===== src/rtl/lots_pkg.sv =====
// shared types and constants for the letter order sort core
// no dependencies
package lots_pkg;

  localparam int ALPHA    = 26;
  localparam int LET_W    = 5;
  localparam int WORD_LEN = 64;
  localparam int WPOS_W   = 6;
  localparam int WLEN_W   = 7;
  localparam int Q_DEPTH  = 4;
  localparam int Q_PTR_W  = 2;
  localparam int Q_CNT_W  = 3;
  localparam int LIST_AW  = 2 * LET_W;

  typedef logic [LET_W-1:0] letter_t;

  typedef enum logic [1:0] {
    K_LETTER = 2'd0,
    K_EOW    = 2'd1,
    K_EOS    = 2'd2,
    K_NONE   = 2'd3
  } kind_t;

  typedef enum logic [1:0] {
    S_IDLE,
    S_LETTER,
    S_EOW,
    S_EOS
  } s1_op_t;

  // one queue word: an edge, or the end-of-set marker
  typedef struct packed {
    logic    is_end;
    logic    seen;
    letter_t a;
    letter_t b;
  } qent_t;

  typedef struct packed {
    logic nearly_full;
    logic empty;
  } qstat_t;

  typedef enum logic [3:0] {
    B_IDLE,
    B_INS,
    B_CMP,
    B_ROOT,
    B_EXP,
    B_EDGE,
    B_ONE,
    B_EMIT,
    B_CLEAR
  } bstate_t;

endpackage


===== src/rtl/lots_queue.sv =====
// short queue of edge and end-of-set words between front and back
// depends on lots_pkg
module lots_queue import lots_pkg::*; (
  input  logic   clk,
  input  logic   rst_n,
  input  logic   push,
  input  qent_t  push_data,
  input  logic   pop,
  output qent_t  head,
  output qstat_t stat
);

  qent_t              ent_r [Q_DEPTH];
  logic [Q_PTR_W-1:0] wp_r;
  logic [Q_PTR_W-1:0] rp_r;
  logic [Q_CNT_W-1:0] cnt_r;
  logic               do_pop;

  assign do_pop           = pop && (cnt_r != '0);
  assign head             = ent_r[rp_r];
  assign stat.empty       = (cnt_r == '0);
  assign stat.nearly_full = (cnt_r >= Q_CNT_W'(Q_DEPTH - 1));

  always_ff @(posedge clk) begin
    if (push) begin
      ent_r[wp_r] <= push_data;
    end
  end

  always_ff @(posedge clk) begin
    if (!rst_n) begin
      wp_r  <= '0;
      rp_r  <= '0;
      cnt_r <= '0;
    end else begin
      if (push) begin
        wp_r <= wp_r + Q_PTR_W'(1);
      end
      if (do_pop) begin
        rp_r <= rp_r + Q_PTR_W'(1);
      end
      cnt_r <= cnt_r + Q_CNT_W'(push) - Q_CNT_W'(do_pop);
    end
  end

endmodule


===== config.mk =====
export PLATFORM = sky130hd
export DESIGN_NAME = lots_queue
export DESIGN_NICKNAME = d
export VERILOG_FILES = /design/src/rtl/lots_pkg.sv /design/src/rtl/lots_queue.sv
export SDC_FILE = /design/constraint.sdc
export NUM_CORES = 1
export LEC_CHECK = 0
export BUFFER_PORTS_ARGS = -buffer_cell sky130_fd_sc_hd__buf_2
export CELL_PAD_IN_SITES_DETAIL_PLACEMENT = 0
export CELL_PAD_IN_SITES_GLOBAL_PLACEMENT = 2
export CORE_ASPECT_RATIO = 1.75
export CORE_MARGIN = 5
export CORE_UTILIZATION = 35
export CTS_CLUSTER_SIZE = 25
export DETAILED_ROUTE_END_ITERATION = 8
export GPL_TIMING_DRIVEN = 0
export PLACE_DENSITY = 0.65
export SYNTH_ARGS = -nofsm -noshare
export SYNTH_HDL_FRONTEND = slang
export SYNTH_SLANG_ARGS = --single-unit

===== constraint.sdc =====
create_clock -name clk -period 2.5 [get_ports clk]
set_clock_uncertainty 0.2 [all_clocks]
set_input_delay 0.375 -clock clk [delete_from_list [all_inputs] [get_ports clk]]
set_output_delay 0.375 -clock clk [all_outputs]
set_load 0.01 [all_outputs]

* After elaboration in Yosys (flattened, before gate mapping) *
Memory sizes are Yosys's and may differ from the RTL's. A register that Yosys moved wholly into a read port is not among the register bits.
Cells that the tools add are included.

cells by class
  add/subtract/negate cells = 4
  magnitude comparators = 1
  muxes and demuxes = 4
  reductions and logical operators = 3

operators by type and width
  operator                                                                              count
  2-bit by 1-bit adder with 2-bit output (second input constant)                        2
  2-bit two-way mux                                                                     2
  3-bit by 1-bit adder with 3-bit output                                                1
  3-bit by 2-bit greater-or-equal comparator with 1-bit output (second input constant)  1
  3-bit logical NOT                                                                     1
  3-bit nonzero test                                                                    1
  3-bit by 1-bit subtractor with 3-bit output                                           1
  1-bit two-way mux                                                                     2
  1-bit logical AND                                                                     1

storage, ports and cells
  register bits = 7
  memory bits (writable) = 48
  bits of input ports = 16
  output and inout bits = 14
  logic and storage cells = 16
  memories kept = 1

memory list
  memory  depth  bits a word  read ports  clocked after Yosys merged registers in  wr ports  RTL line          RTL
  ent_r   4      12           1           1                                        1         lots_queue.sv:13  qent_t ent_r [Q_DEPTH];

* Logic depth before layout (Yosys ltp) *
  word-level depth = 4
  mapped depth = 7

* Worst setup path after synthesis *
No wires, ideal clock.

  path type = register -> register
  start point = reg cnt_r[1]
  end point = reg cnt_r[2]
  arrival = 1.794 ns
  required time = 2.185 ns
  slack = 0.391 ns
  stages on the path, launching flop included = 8
  buffers on the path = 0
  cell sequence = dfxtp_1 o31a_1 ha_1 inv_1 ha_1 fa_1 xor2_1 and2_1

between the ends
  cells in the longest elaborated chain, start to end = 3
  elaborated cells on any way between the ends = 4
  classes of those cells = 2 x add/sub; 2 x reduce/logical

ends and longest elaborated chain
  what                                         RTL line          RTL
  start, declared                              lots_queue.sv:16  logic [Q_CNT_W-1:0] cnt_r;
  start signal, assigned                       lots_queue.sv:42  cnt_r <= cnt_r + Q_CNT_W'(push) - Q_CNT_W'(do_pop);
  3-bit nonzero test                           lots_queue.sv:19  assign do_pop = pop && (cnt_r != '0);
  1-bit logical AND                            lots_queue.sv:19
  via do_pop                                   lots_queue.sv:17  logic do_pop;
  3-bit by 1-bit subtractor with 3-bit output  lots_queue.sv:42

The timed path passes the listed nets, and every way through them passes these cells.
A chain may end at the register's enable or synchronous reset.

* Worst setup path in the final report *
Ends and elaborated chain as after synthesis.

==> key figures <==
Run status
  • Status: complete, no violations

Route
  • Via count: between 1k and 1.5k
  • Remaining routing DRC violations: 0
  • Metal-1 WL: around 1.4 mm
  • 1st-iter DRT viols: roughly 80
  • Met2 routed WL: 2.011 mm
  • Routed Antenna Nets: 0
  • Met3 wire length: approximately 200 um
  • Routed length per instance: between 15 and 20 um
  • Uppermost layer routed: met4
  • TritonRoute pass-1 iters: 4
  • Final WL: around 3.7 mm
  • Via-per-instance ratio: around 4.6

Synth
  • Synth Instances: 110
  • Synth Net Count: 134
  • Syn_area_per_cell: just over 20 um^2
  • Yosys warns: 0
  • Synth area leader: edfxtp_1
  • Netlist cell types: 19
  • Most area-consuming cells after synthesis: edfxtp_1 (65%), mux4_2 (10%), dfxtp_1 (8.1%)
  • Sequential fraction of the synthesis area: 73.22%
  • Post-Syn Area: 0.002215 mm^2
  • Share of the synthesized area in the top cell type: 65.08%
  • #FFs+latches synth: 57

Timing
  • Total Neg Setup Slack: 0 ps
  • Fraction of the cycle the final worst path needs: approximately 89%
  • Worst slew pin tran: a little under 700 ps
  • Slew Limit Headroom: between 50% and 60%
  • F_max: 0.4477 GHz
  • Hold slack: about 60 ps
  • Tmin final: around 2200 ps
  • Hold Violations, Final: 0
  • Setup violations, final: 0
  • RSZ-0062 raised after global routing: false
  • Slew Viols, Final: 0

Floorplanning
  • Initial Util: between 30% and 40%
  • Die Width: about 70 um
  • Placeable Area: 0.006181 mm^2
  • # IOs: 30
  • Die ar.: between 0.008 and 0.009 mm^2
  • Die height: ~120 um
  • # rows: 38

Pwr
  • Leak Pwr: approximately 0.94 nW
  • Power Total: roughly 2.3 mW
  • Worst VDD drop: around 380 uV
  • Power Dens Cells: between 800 and 900 mW/mm^2

Hold path
  • Hold Path Class: input port to flip-flop
  • WHS Path Cells: 1

Clock tree
  • Root Buffer: clkbuf_8
  • TritonCTS Sinks: 57
  • # resized after CTS: 0
  • Clk_lat worst skew: ~330 ps
  • Clk pin slew, worst setup/hold paths: roughly 60 ps
  • CTS HTree Levels: 3
  • Num CTS Buffers: 9
  • Clk buf depth: 2
  • CTS tree: done
  • Setup Fix Bufs, Post-CTS: 0
  • Hold-fix buffers, CTS: 0

Job
  • Max-cap violations: 0

GRT
  • GR Util All Layers: between 10% and 20%
  • Initial antenna violation count: 0
  • First-pass GRT wire length: about 6 mm
  • Largest net degree at the start of global routing: 13
  • Overall overflow remaining after global route: 0
  • Vias in the first global route: approximately 1.2k

Placement
  • Port Buffers: 29
  • HPWL Detailed: 2.509 mm
  • Area after DPL: 0.002460 mm^2
  • Routability cong.: about 0.7
  • Post-Place Cells: between 200 and 250

Worst setup path
  • Startpoint types: flip-flop
  • Crit path required time: roughly 2500 ps
  • Crit. End Element: flip-flop
  • Reg2reg path depth: 7
  • CP arrival: between 2000 and 2500 ps
  • Critical path class: flip-flop to flip-flop
  • CP Max Fanout: 6

Layout
  • Post-route cell area: about 0.0026 mm^2
  • Commonest cells after routing, fill and taps aside: edfxtp_1 (48), buf_2 (30), mux4_2 (10), dfxtp_1 (9), clkbuf_8 (9)
  • Non-Filler Instances: between 200 and 250
  • Ratio of cells with drive above 1 in the final layout: 32.47%
  • Syn-to-layout area delta: 17.68%
  • Fin nets: between 150 and 200
  • Most common cell after layout, fill and taps aside: edfxtp_1
  • Diodes inserted: 0
==> final cells by class <==
cell class	instances	area, um^2
fill	584	3575
sequential	57	1622
multi-input combinational	44	550.5
timing repair buffer	29	145.1
clock buffer	14	142.6
tap	80	100.1
inverter	7	26.28
buffer	2	16.27
clock inverter	1	3.754
==> critical path: stages, from the launching register on <==
cell	delay, ps
dfxtp_1	350
o31a_1	380
ha_1	300
inv_1	40
ha_1	180
fa_1	390
xor2_1	150
and2_1	150
==> sequential cells by signal (all words and copies together) (netlist names), named ones only <==
| name | flops |
|---|---|
| cnt_r | 3 |
| ent_r | 48 |
| rp_r | 2 |
| wp_r | 2 |
==> worst paths after layout <==
check,from,slack [ps],to
max,cnt_r[1],270,cnt_r[2]
min,push_data[4],60,ent_r[1][4]
max reg2reg,cnt_r[1],270,cnt_r[2]
min reg2reg,rp_r[1],290,rp_r[1]
==> stage by stage <==
stage	setup slack [ps]	utilization [%]
2_1_floorplan	390.7	-
3_3_place_gp	268.6	39.80
3_5_place_dp	254.9	39.80
4_1_cts	234.2	42.17
5_1_grt	156.9	42.17
6_report	266.1	42.17
==> metal layers <==
metal | up-vias | track usage (%)
met2 | 33 | 18.57
met3 | 7 | 4.374
met4 | 0 | 7.289
met1 | 526 | 9.949
met5 | - | 0
li1 | 507 | -
==> cell usage after synthesis <==
| cell type | count |
|---|---|
| edfxtp_1 | 48 |
| dfxtp_1 | 9 |
| inv_1 | 7 |
| fa_1 | 1 |
| mux2i_1 | 4 |
| xor2_1 | 2 |
| and2_1 | 8 |
| buf_2 | 1 |
| o31a_1 | 1 |
| o311ai_0 | 1 |
| nor3_1 | 1 |
| o21ai_0 | 1 |
| nor2b_1 | 1 |
| ha_1 | 7 |
| mux4_1 | 2 |
| mux4_2 | 10 |
| nand2_1 | 3 |
| buf_6 | 1 |
| nand2b_1 | 2 |
==> power breakdown <==
group          switching [mW]  internal [mW]  total, mW  leakage (nW)
logic                   0.242          0.259      0.502         0.352
registers              0.0477           1.11       1.16         0.515
clock network           0.308          0.352      0.660        0.0722
total                   0.598           1.72       2.32         0.939
==> cells by family after synthesis <==
logic type / count (synthesis) / share of synthesized area, %
and+or+nand+nor: 15 / 3.842
adders and majority gates: 8 / 4.859
AOI/OAI and AO/OA: 3 / 1.017
buffers and inverters: 9 / 1.921
xor gates and xnor gates: 2 / 0.7911
muxes: 16 / 14.35
DFF: 57 / 73.22
No activity file was read; power rests on OpenSTA's default activity.
