### config.mk
export PLATFORM = sky130hd
export DESIGN_NAME = lots_front
export DESIGN_NICKNAME = d
export VERILOG_FILES = /design/src/rtl/lots_pkg.sv /design/src/rtl/lots_front.sv
export SDC_FILE = /design/constraint.sdc
export NUM_CORES = 1
export LEC_CHECK = 0
export BUFFER_PORTS_ARGS = -buffer_cell sky130_fd_sc_hd__buf_4
export CAP_MARGIN = 20
export CORE_UTILIZATION = 25
export CTS_CLUSTER_DIAMETER = 50
export DETAILED_ROUTE_END_ITERATION = 8
export PLACE_DENSITY = 0.42
export SLEW_MARGIN = 20
export SYNTH_ARGS = -nofsm -noshare
export SYNTH_HDL_FRONTEND = slang
export SYNTH_SLANG_ARGS = --single-unit
### constraint.sdc
create_clock -name clk -period 3.5 [get_ports clk]
set_clock_uncertainty 0.15 [all_clocks]
set_input_delay 0.35 -clock clk [delete_from_list [all_inputs] [get_ports clk]]
set_output_delay 0.35 -clock clk [all_outputs]
set_load 0.01 [all_outputs]
### src/rtl/lots_pkg.sv
// shared types and constants for the letter order sort core
// no dependencies
package lots_pkg;

  localparam int ALPHA    = 26;
  localparam int LET_W    = 5;
  localparam int WORD_LEN = 64;
  localparam int WPOS_W   = 6;
  localparam int WLEN_W   = 7;
  localparam int Q_DEPTH  = 4;
  localparam int Q_PTR_W  = 2;
  localparam int Q_CNT_W  = 3;
  localparam int LIST_AW  = 2 * LET_W;

  typedef logic [LET_W-1:0] letter_t;

  typedef enum logic [1:0] {
    K_LETTER = 2'd0,
    K_EOW    = 2'd1,
    K_EOS    = 2'd2,
    K_NONE   = 2'd3
  } kind_t;

  typedef enum logic [1:0] {
    S_IDLE,
    S_LETTER,
    S_EOW,
    S_EOS
  } s1_op_t;

  // one queue word: an edge, or the end-of-set marker
  typedef struct packed {
    logic    is_end;
    logic    seen;
    letter_t a;
    letter_t b;
  } qent_t;

  typedef struct packed {
    logic nearly_full;
    logic empty;
  } qstat_t;

  typedef enum logic [3:0] {
    B_IDLE,
    B_INS,
    B_CMP,
    B_ROOT,
    B_EXP,
    B_EDGE,
    B_ONE,
    B_EMIT,
    B_CLEAR
  } bstate_t;

endpackage

### src/rtl/lots_front.sv
// front end: word buffers, letter compare and edge generation
// depends on lots_pkg
module lots_front import lots_pkg::*; (
  input  logic             clk,
  input  logic             rst_n,
  input  logic             in_push,
  input  logic [1:0]       in_kind,
  input  logic [LET_W-1:0] in_letter,
  output logic             in_full,
  input  qstat_t           q_stat,
  output logic             q_push,
  output qent_t            q_data
);

  letter_t               word_mem [2*WORD_LEN];
  letter_t               prev_rd_r;
  logic [WLEN_W-1:0]     cur_len_r;
  logic [WLEN_W-1:0]     prev_len_r;
  logic                  bank_r;
  logic                  seen_r;
  logic                  diff_r;
  s1_op_t                s1_op_r;
  s1_op_t                s1_op_nxt;
  letter_t               s1_letter_r;
  logic                  s1_check_r;
  logic                  s1_seen_r;
  letter_t               s1_first_r;
  letter_t               cur_first_r;
  letter_t               prev_first_r;
  logic                  acc;
  logic                  let_ok;
  logic                  wr_en;
  logic [WPOS_W:0]       wr_addr;
  logic [WPOS_W:0]       rd_addr;
  kind_t                 kind;

  assign kind    = kind_t'(in_kind);
  assign in_full = q_stat.nearly_full;
  assign acc     = in_push && !in_full;
  assign let_ok  = (in_letter < LET_W'(ALPHA)) && (cur_len_r < WLEN_W'(WORD_LEN));
  assign wr_en   = acc && (kind == K_LETTER) && let_ok;
  assign wr_addr = {bank_r, cur_len_r[WPOS_W-1:0]};
  assign rd_addr = {~bank_r, cur_len_r[WPOS_W-1:0]};

  always_ff @(posedge clk) begin
    if (wr_en) begin
      word_mem[wr_addr] <= in_letter;
      prev_rd_r <= word_mem[rd_addr];
    end
  end

  always_comb begin
    s1_op_nxt = S_IDLE;
    if (acc) begin
      case (kind)
        K_LETTER: begin
          if (let_ok) s1_op_nxt = S_LETTER;
        end
        K_EOW: begin
          if (cur_len_r != '0) s1_op_nxt = S_EOW;
        end
        K_EOS: s1_op_nxt = S_EOS;
        default: s1_op_nxt = S_IDLE;
      endcase
    end
  end

  always_ff @(posedge clk) begin
    if (!rst_n) begin
      cur_len_r  <= '0;
      prev_len_r <= '0;
      bank_r     <= 1'b0;
      seen_r     <= 1'b0;
      diff_r     <= 1'b0;
      s1_op_r    <= S_IDLE;
      s1_check_r <= 1'b0;
    end else begin
      s1_op_r <= s1_op_nxt;
      if (acc) begin
        case (kind)
          K_LETTER: begin
            if (let_ok) begin
              s1_letter_r <= in_letter;
              s1_check_r  <= seen_r && (cur_len_r < prev_len_r);
              cur_len_r   <= cur_len_r + WLEN_W'(1);
              if (cur_len_r == '0) begin
                cur_first_r <= in_letter;
              end
            end
          end
          K_EOW: begin
            if (cur_len_r != '0) begin
              bank_r       <= ~bank_r;
              prev_len_r   <= cur_len_r;
              cur_len_r    <= '0;
              seen_r       <= 1'b1;
              prev_first_r <= cur_first_r;
            end
          end
          K_EOS: begin
            s1_seen_r  <= seen_r;
            s1_first_r <= prev_first_r;
            cur_len_r  <= '0;
            prev_len_r <= '0;
            seen_r     <= 1'b0;
          end
          default: begin
          end
        endcase
      end
      case (s1_op_r)
        S_LETTER: begin
          if (s1_check_r && (prev_rd_r != s1_letter_r)) begin
            diff_r <= 1'b1;
          end
        end
        S_EOW, S_EOS: diff_r <= 1'b0;
        default: begin
        end
      endcase
    end
  end

  assign q_push = ((s1_op_r == S_LETTER) && s1_check_r && !diff_r &&
                   (prev_rd_r != s1_letter_r)) || (s1_op_r == S_EOS);

  always_comb begin
    q_data.is_end = (s1_op_r == S_EOS);
    q_data.seen   = s1_seen_r;
    q_data.a      = (s1_op_r == S_EOS) ? s1_first_r : prev_rd_r;
    q_data.b      = s1_letter_r;
  end

endmodule

* Word-level counts from Yosys, hierarchy flattened
Memory sizes are Yosys's and may differ from the RTL's. A register that Yosys moved wholly into a read port is not among the register bits.
Index checks and enable logic that the tools add are counted.
** Word-level totals
- Memories kept :: 1
- Bits in read-only memories :: 0
- RAM bits :: 640
- Latch bits :: 0
- Register bits :: 41
** Memory list
- word_mem :: words 128, bits a word 5, rd ports 1, clocked after memory_dff 1, wr ports 1, RTL line lots_front.sv:15 : letter_t word_mem [2*WORD_LEN];
** Cells by class
- Shift-type cells :: 0
- Reductions and logical operators :: 29
- Multiplexer cells :: 15
- Div/mod/pow operators :: 0
- Equal/unequal tests :: 9
- Bitwise logic cells :: 1
- $mul :: 0
- Add/subtract/negate cells :: 1
- Order comparisons :: 3
** Operators with widths (count)
- $mux 7 :: 3
- $pmux 7 s3 :: 1
- $pmux 7 s2 :: 1
- $reduce_and 3->1 :: 4
- $reduce_and 4->1 :: 3
- $logic_and 1x1->1 :: 9
- $add 7x1->7 const B :: 1
- $logic_not 7->1 :: 1
- $lt 7x7->1 :: 1
- $lt 7x7->1 const B :: 1
- $reduce_bool 7->1 :: 1
- $eq 2x2->1 const B :: 3
- $ne 2x2->1 const B :: 3
- $pmux 2 s3 :: 1
- $lt 5x5->1 const B :: 1
- $mux 1 :: 5
- $mux 5 :: 1
- $ne 5x5->1 :: 1
- $reduce_and 5->1 :: 1
- $eq 2x1->1 const B :: 2
- $pmux 1 s2 :: 2
- $reduce_and 2->1 :: 2
- $reduce_bool 2->1 :: 2
- $reduce_bool 3->1 :: 1
- other kinds (6) :: 7

* Logic depth before layout (Yosys ltp)
- Depth after elaboration :: 6
- Depth in mapped cells :: 11
- Mapped depth without buffers :: 8

* Worst setup path before layout
Ideal clock, no wire load.
- Kind :: reg2reg
- Start :: register cur_len_r[1]
- End :: register cur_len_r[6]
- Stages on the path, launching flop included :: 12
- Setup time :: 72 ps
- Arrival :: 2607 ps
- Buffers on the path :: 3
- Slack :: 671 ps
- Path through :: dfxtp_1 buf_2 inv_1 clkbuf_1 buf_1 ha_1 nand4_1 o21a_1 nand2_1 or2_2 or4_1 a21oi_1
** On the way
- Longest elaborated chain between the ends :: 4
- Elaborated cells between the ends (all ways) :: 9
** RTL lines
- start: declaration :: RTL line lots_front.sv:17 : logic [WLEN_W-1:0] cur_len_r;
- start signal: assignment :: RTL line lots_front.sv:85 : cur_len_r <= cur_len_r + WLEN_W'(1);
- $lt 7x7->1 :: RTL line lots_front.sv:40 : assign let_ok = (in_letter < LET_W'(ALPHA)) && (cur_len_r < WLEN_W'(WORD_LEN));
- $logic_and 1x1->1 :: RTL line lots_front.sv:40
- $ne 2x2->1 (no source line)
- $reduce_and 4->1 (no source line)
Several ways; a longest one is shown, not always the timed one. The select of a mux whose other input is x is not followed.
A chain may end at the register's enable or synchronous reset.

* Final worst setup path
- Start :: register cur_len_r[1]
- End :: register prev_rd_r[4] (read register of word_mem), data pin
** On the way
- Longest elaborated chain between the ends :: 3
** RTL lines
- $lt 7x7->1 :: RTL line lots_front.sv:40
- $logic_and 1x1->1 :: RTL line lots_front.sv:40
- $logic_and 1x1->1 :: RTL line lots_front.sv:41 : assign wr_en = acc && (kind == K_LETTER) && let_ok;
- end: declaration :: RTL line lots_front.sv:16 : letter_t prev_rd_r;
Several ways; a longest one is shown, not always the timed one.

==> results.yml <==
worst_setup_path:
  rr_endpoint: "prev_rd_r[4]"
  critPathSlowestCell: "dfxtp_4"
  r2r.worst_path.cells: 9
  cp.required_ps: 3830
  crit_chain: "buf_12 -> nor2b_1 -> buf_4 -> a221oi_1 -> nor3_1 -> o21ai_0 -> nor4b_1 -> a211o_1 -> o311ai_1"
  crit_path_end_kind: "flip-flop"
  worstSetupPathType: "flip-flop to flip-flop"
  cp.depth: 9
  reg2reg_slack_ps: 40
  cp-start-kind: "flip-flop"
  worstSetupEndpoint: "prev_rd_r[4]"
  critPathBufInv: 2
  cp_top_family: "simple AND/OR/NAND/NOR gates"
  rr_startpoint: "cur_len_r[1]"
  crit_fanout: 25
  critPathArrivalTime_ps: 3790
  cp-startpoint: "cur_len_r[1]"
  max_stage_delay_ps: 700
placement:
  place_area_sq_mm: 0.0315
  io_buffers: 24
  dpl.hpwl_mm: 62.8
  gp_congestion: 0.843
final_layout:
  layout-area-overhead-vs-synth_pct: 26.8
  fillers: 10500
  nNetsFinal: 2092
  drive_above_1_share_pct: 26.3
  final_cell_mix: "666 x edfxtp_1, 304 x buf_4, 187 x nor2_1, 115 x a221oi_1, 91 x clkbuf_16"
  antenna_cells: 0
  stdcell_area_sq_mm: 0.0346
  final_common_cell: "edfxtp_1"
  final_util_pct: 32.2
die:
  start_util_pct: 25.4
  dieHeight_um: 333
  coreArea_sq_mm: 0.108
  die_w_um: 333
  fp-row-count: 120
  design.die.area_sq_mm: 0.111
  ios: 26
synth:
  ys.flop_type: "edfxtp_1"
  synth_edf_count: 666
  async_flop_share_pct: 0
  yosys.area_share.simple_pct: 5.48
  synth_mux_area_share_pct: 4.97
  ys_seq_area_share_pct: 74.6
  synth_top_family_by_area: "compound AO/OA/AOI/OAI gates"
  synthDistinctLibCells: 69
  yosys_warnings: 0
  syn_inst: 1760
  ys_ff_latch: 686
  syn_nets: 1783
  synth_xor_area_share_pct: 0.192
  synthAdderAreaFrac_pct: 0.504
  synth-compound-area-share_pct: 11.9
  syn_area_sq_mm: 0.0273
  syn_avg_cell_area_sq_um: 15.5
grt:
  gr-total-overflow: 0
  antenna_found_initial: 1
  grt_pass1_wl_mm: 139
  grt_use_total_pct: 17.5
  grt_pass1_vias: 18300
  grt_max_degree: 79
clock_tree:
  cts_root_buffer: "clkbuf_16"
  cts.sinks: 686
  path_clk_slew_ps: 60
  numCtsBuffers: 90
  cts_setup_buffers: 0
  clock_path_buffers: 3
  cts_tree: "yes"
  insertion_delay_ps: 660
  htree_num_levels: 3
drt:
  routed_wirelength_mm: 97.6
  drt_pass1_iterations: 7
  drt-initial-drc-count: 1692
  drc: 0
  vias: 17900
  wl_per_cell_um: 27.5
  viasPerCell: 5.03
  drtAntennaViolNets: 0
sta:
  maxSlewHeadroom_pct: 34.8
  min_period_ps: 3460
  holdWs_ps: 120
  fmax_mhz: 289
  setup_viol: 0
  tightest_slew_ps: 978
  final_hold_viol_count: 0
  slew_violations: 0
  rsz0062_at_grt: "false"
  fin_crit_sh_pct: 98.8
pwr:
  leakagePower_uw: 0.0112
  powerDensity_mw_per_mm2: 547
  irDropWorstVdd_mv: 0.370
min_path:
  hold_class: "primary input to flip-flop"
run_status:
  status: "finished clean"
job:
  drv_cap: 0
## metrics by stage
stage          setup TNS (ps)  std cells  power (uW)  setup WS [ps]
2_1_floorplan               0       1760        9310            671
3_3_place_gp             -113       3374        9600           -113
3_5_place_dp            -90.4       3374        9610          -90.4
4_1_cts                     0       3547       19100            100
5_1_grt                     0       3547       19500           29.1
6_report                    0       3547       18900           40.6
## worst register-to-register path: stages, from the launching register on
cell and delay, ps:
dfxtp_4 700, buf_12 250, nor2b_1 220, buf_4 260
a221oi_1 110, nor3_1 590, o21ai_0 370, nor4b_1 270
a211o_1 320, o311ai_1 80
## worst min path at each step
stage | end | from | cells past startpoint | slack [ps]
after floorplan | prev_first_r[0] | cur_first_r[0] | 0 | 250
after global placement | s1_first_r[4] | prev_first_r[4] | 0 | 250
after detailed placement | s1_first_r[0] | prev_first_r[0] | 0 | 260
after CTS | word_mem[68][0] | in_letter[0] | 1 | 120
after global routing | word_mem[71][0] | in_letter[0] | 1 | 140
final | word_mem[68][0] | in_letter[0] | 1 | 120
## cells by family after synthesis
kind of cell / Yosys count
AO/OA/AOI/OAI: 450
XOR/XNOR: 6
buffers and inverters: 143
adder cells (fa/ha/maj): 11
multiplexers: 108
flip-flops: 686
AND/OR/NAND/NOR: 356
## synthesized netlist by cell type (3+ instances only)
cell,count,area (sq um)
nand2b_1,5,31.3
and2_1,3,18.8
a22o_1,16,140
mux4_2,18,405
a221o_1,11,110
a221oi_1,115,1010
mux2i_1,49,490
o22a_1,11,96.3
o221ai_1,10,87.6
inv_1,16,60.1
buf_1,11,41.3
nand2_1,89,334
xnor2_1,3,26.3
a22oi_1,46,345
o22ai_1,14,87.6
a21o_1,10,75.1
nor2b_1,9,56.3
dfxtp_1,20,400
nor2_1,190,713
buf_4,9,67.6
o31ai_1,5,37.5
o2111ai_1,3,26.3
a222oi_1,4,40.0
a21oi_1,86,430
o21ai_1,3,15.0
ha_1,11,138
o21a_1,4,30.0
o211ai_1,4,30.0
o2bb2ai_1,5,43.8
buf_2,40,200
clkbuf_1,62,233
nand3_1,20,100
o41ai_1,3,26.3
and3_1,4,25.0
o32ai_1,4,35.0
edfxtp_1,666,20000
or2_2,3,18.8
a211oi_1,7,52.6
mux2_2,41,462
xor2_1,3,26.3
o21ai_0,60,300
a31oi_1,9,56.3
nor3_1,17,85.1
## final cells by class
class                   count  area (sq um)  area share [%]
well taps                1403          1760            5.07
repair buffers            340          2940            8.49
flip-flops and latches    686         20400            58.9
inverters                  20          75.1           0.217
clock inverters            66           778            2.25
multi-input cells         931          6360            18.4
clock buffers             101          2320            6.71
## metal layers
| metal | vias up | routed length, um | share of wire (%) | track usage [%] |
|---|---|---|---|---|
| met5 | - | 12 | 0.012 | 0 |
| met4 | 2 | 2780 | 2.8 | 5.56 |
| met3 | 154 | 6820 | 7.0 | 3.46 |
| met2 | 732 | 44800 | 46 | 27.4 |
| met1 | 9265 | 43200 | 44 | 24.4 |
| li1 | 7699 | - | - | - |
## report_power, final
part	internal [uW]	switching, uW	total, uW	leakage [uW]
clock	5700	3810	9500	0.00149
combinational	113	313	426	0.00355
sequential	9010	7.00	9010	0.00615
## sequential cells by signal, summed over array words and instances, names as in the netlist, 2 cells and up
name	cells
s1_op_r	2
s1_letter_r	5
prev_first_r	5
cur_first_r	5
s1_first_r	5
prev_rd_r	5
prev_len_r	7
cur_len_r	7
word_mem	640
## timing repair
action | 4_1_cts | 5_1_grt
hold endpoints to repair | 10 | 0
gates resized for setup | 1 | 1
endpoints found under the setup margin | 1 | 1
hold buffers | 6 | 0
pin swaps | 0 | 0
(Power assumes the default switching activity.)
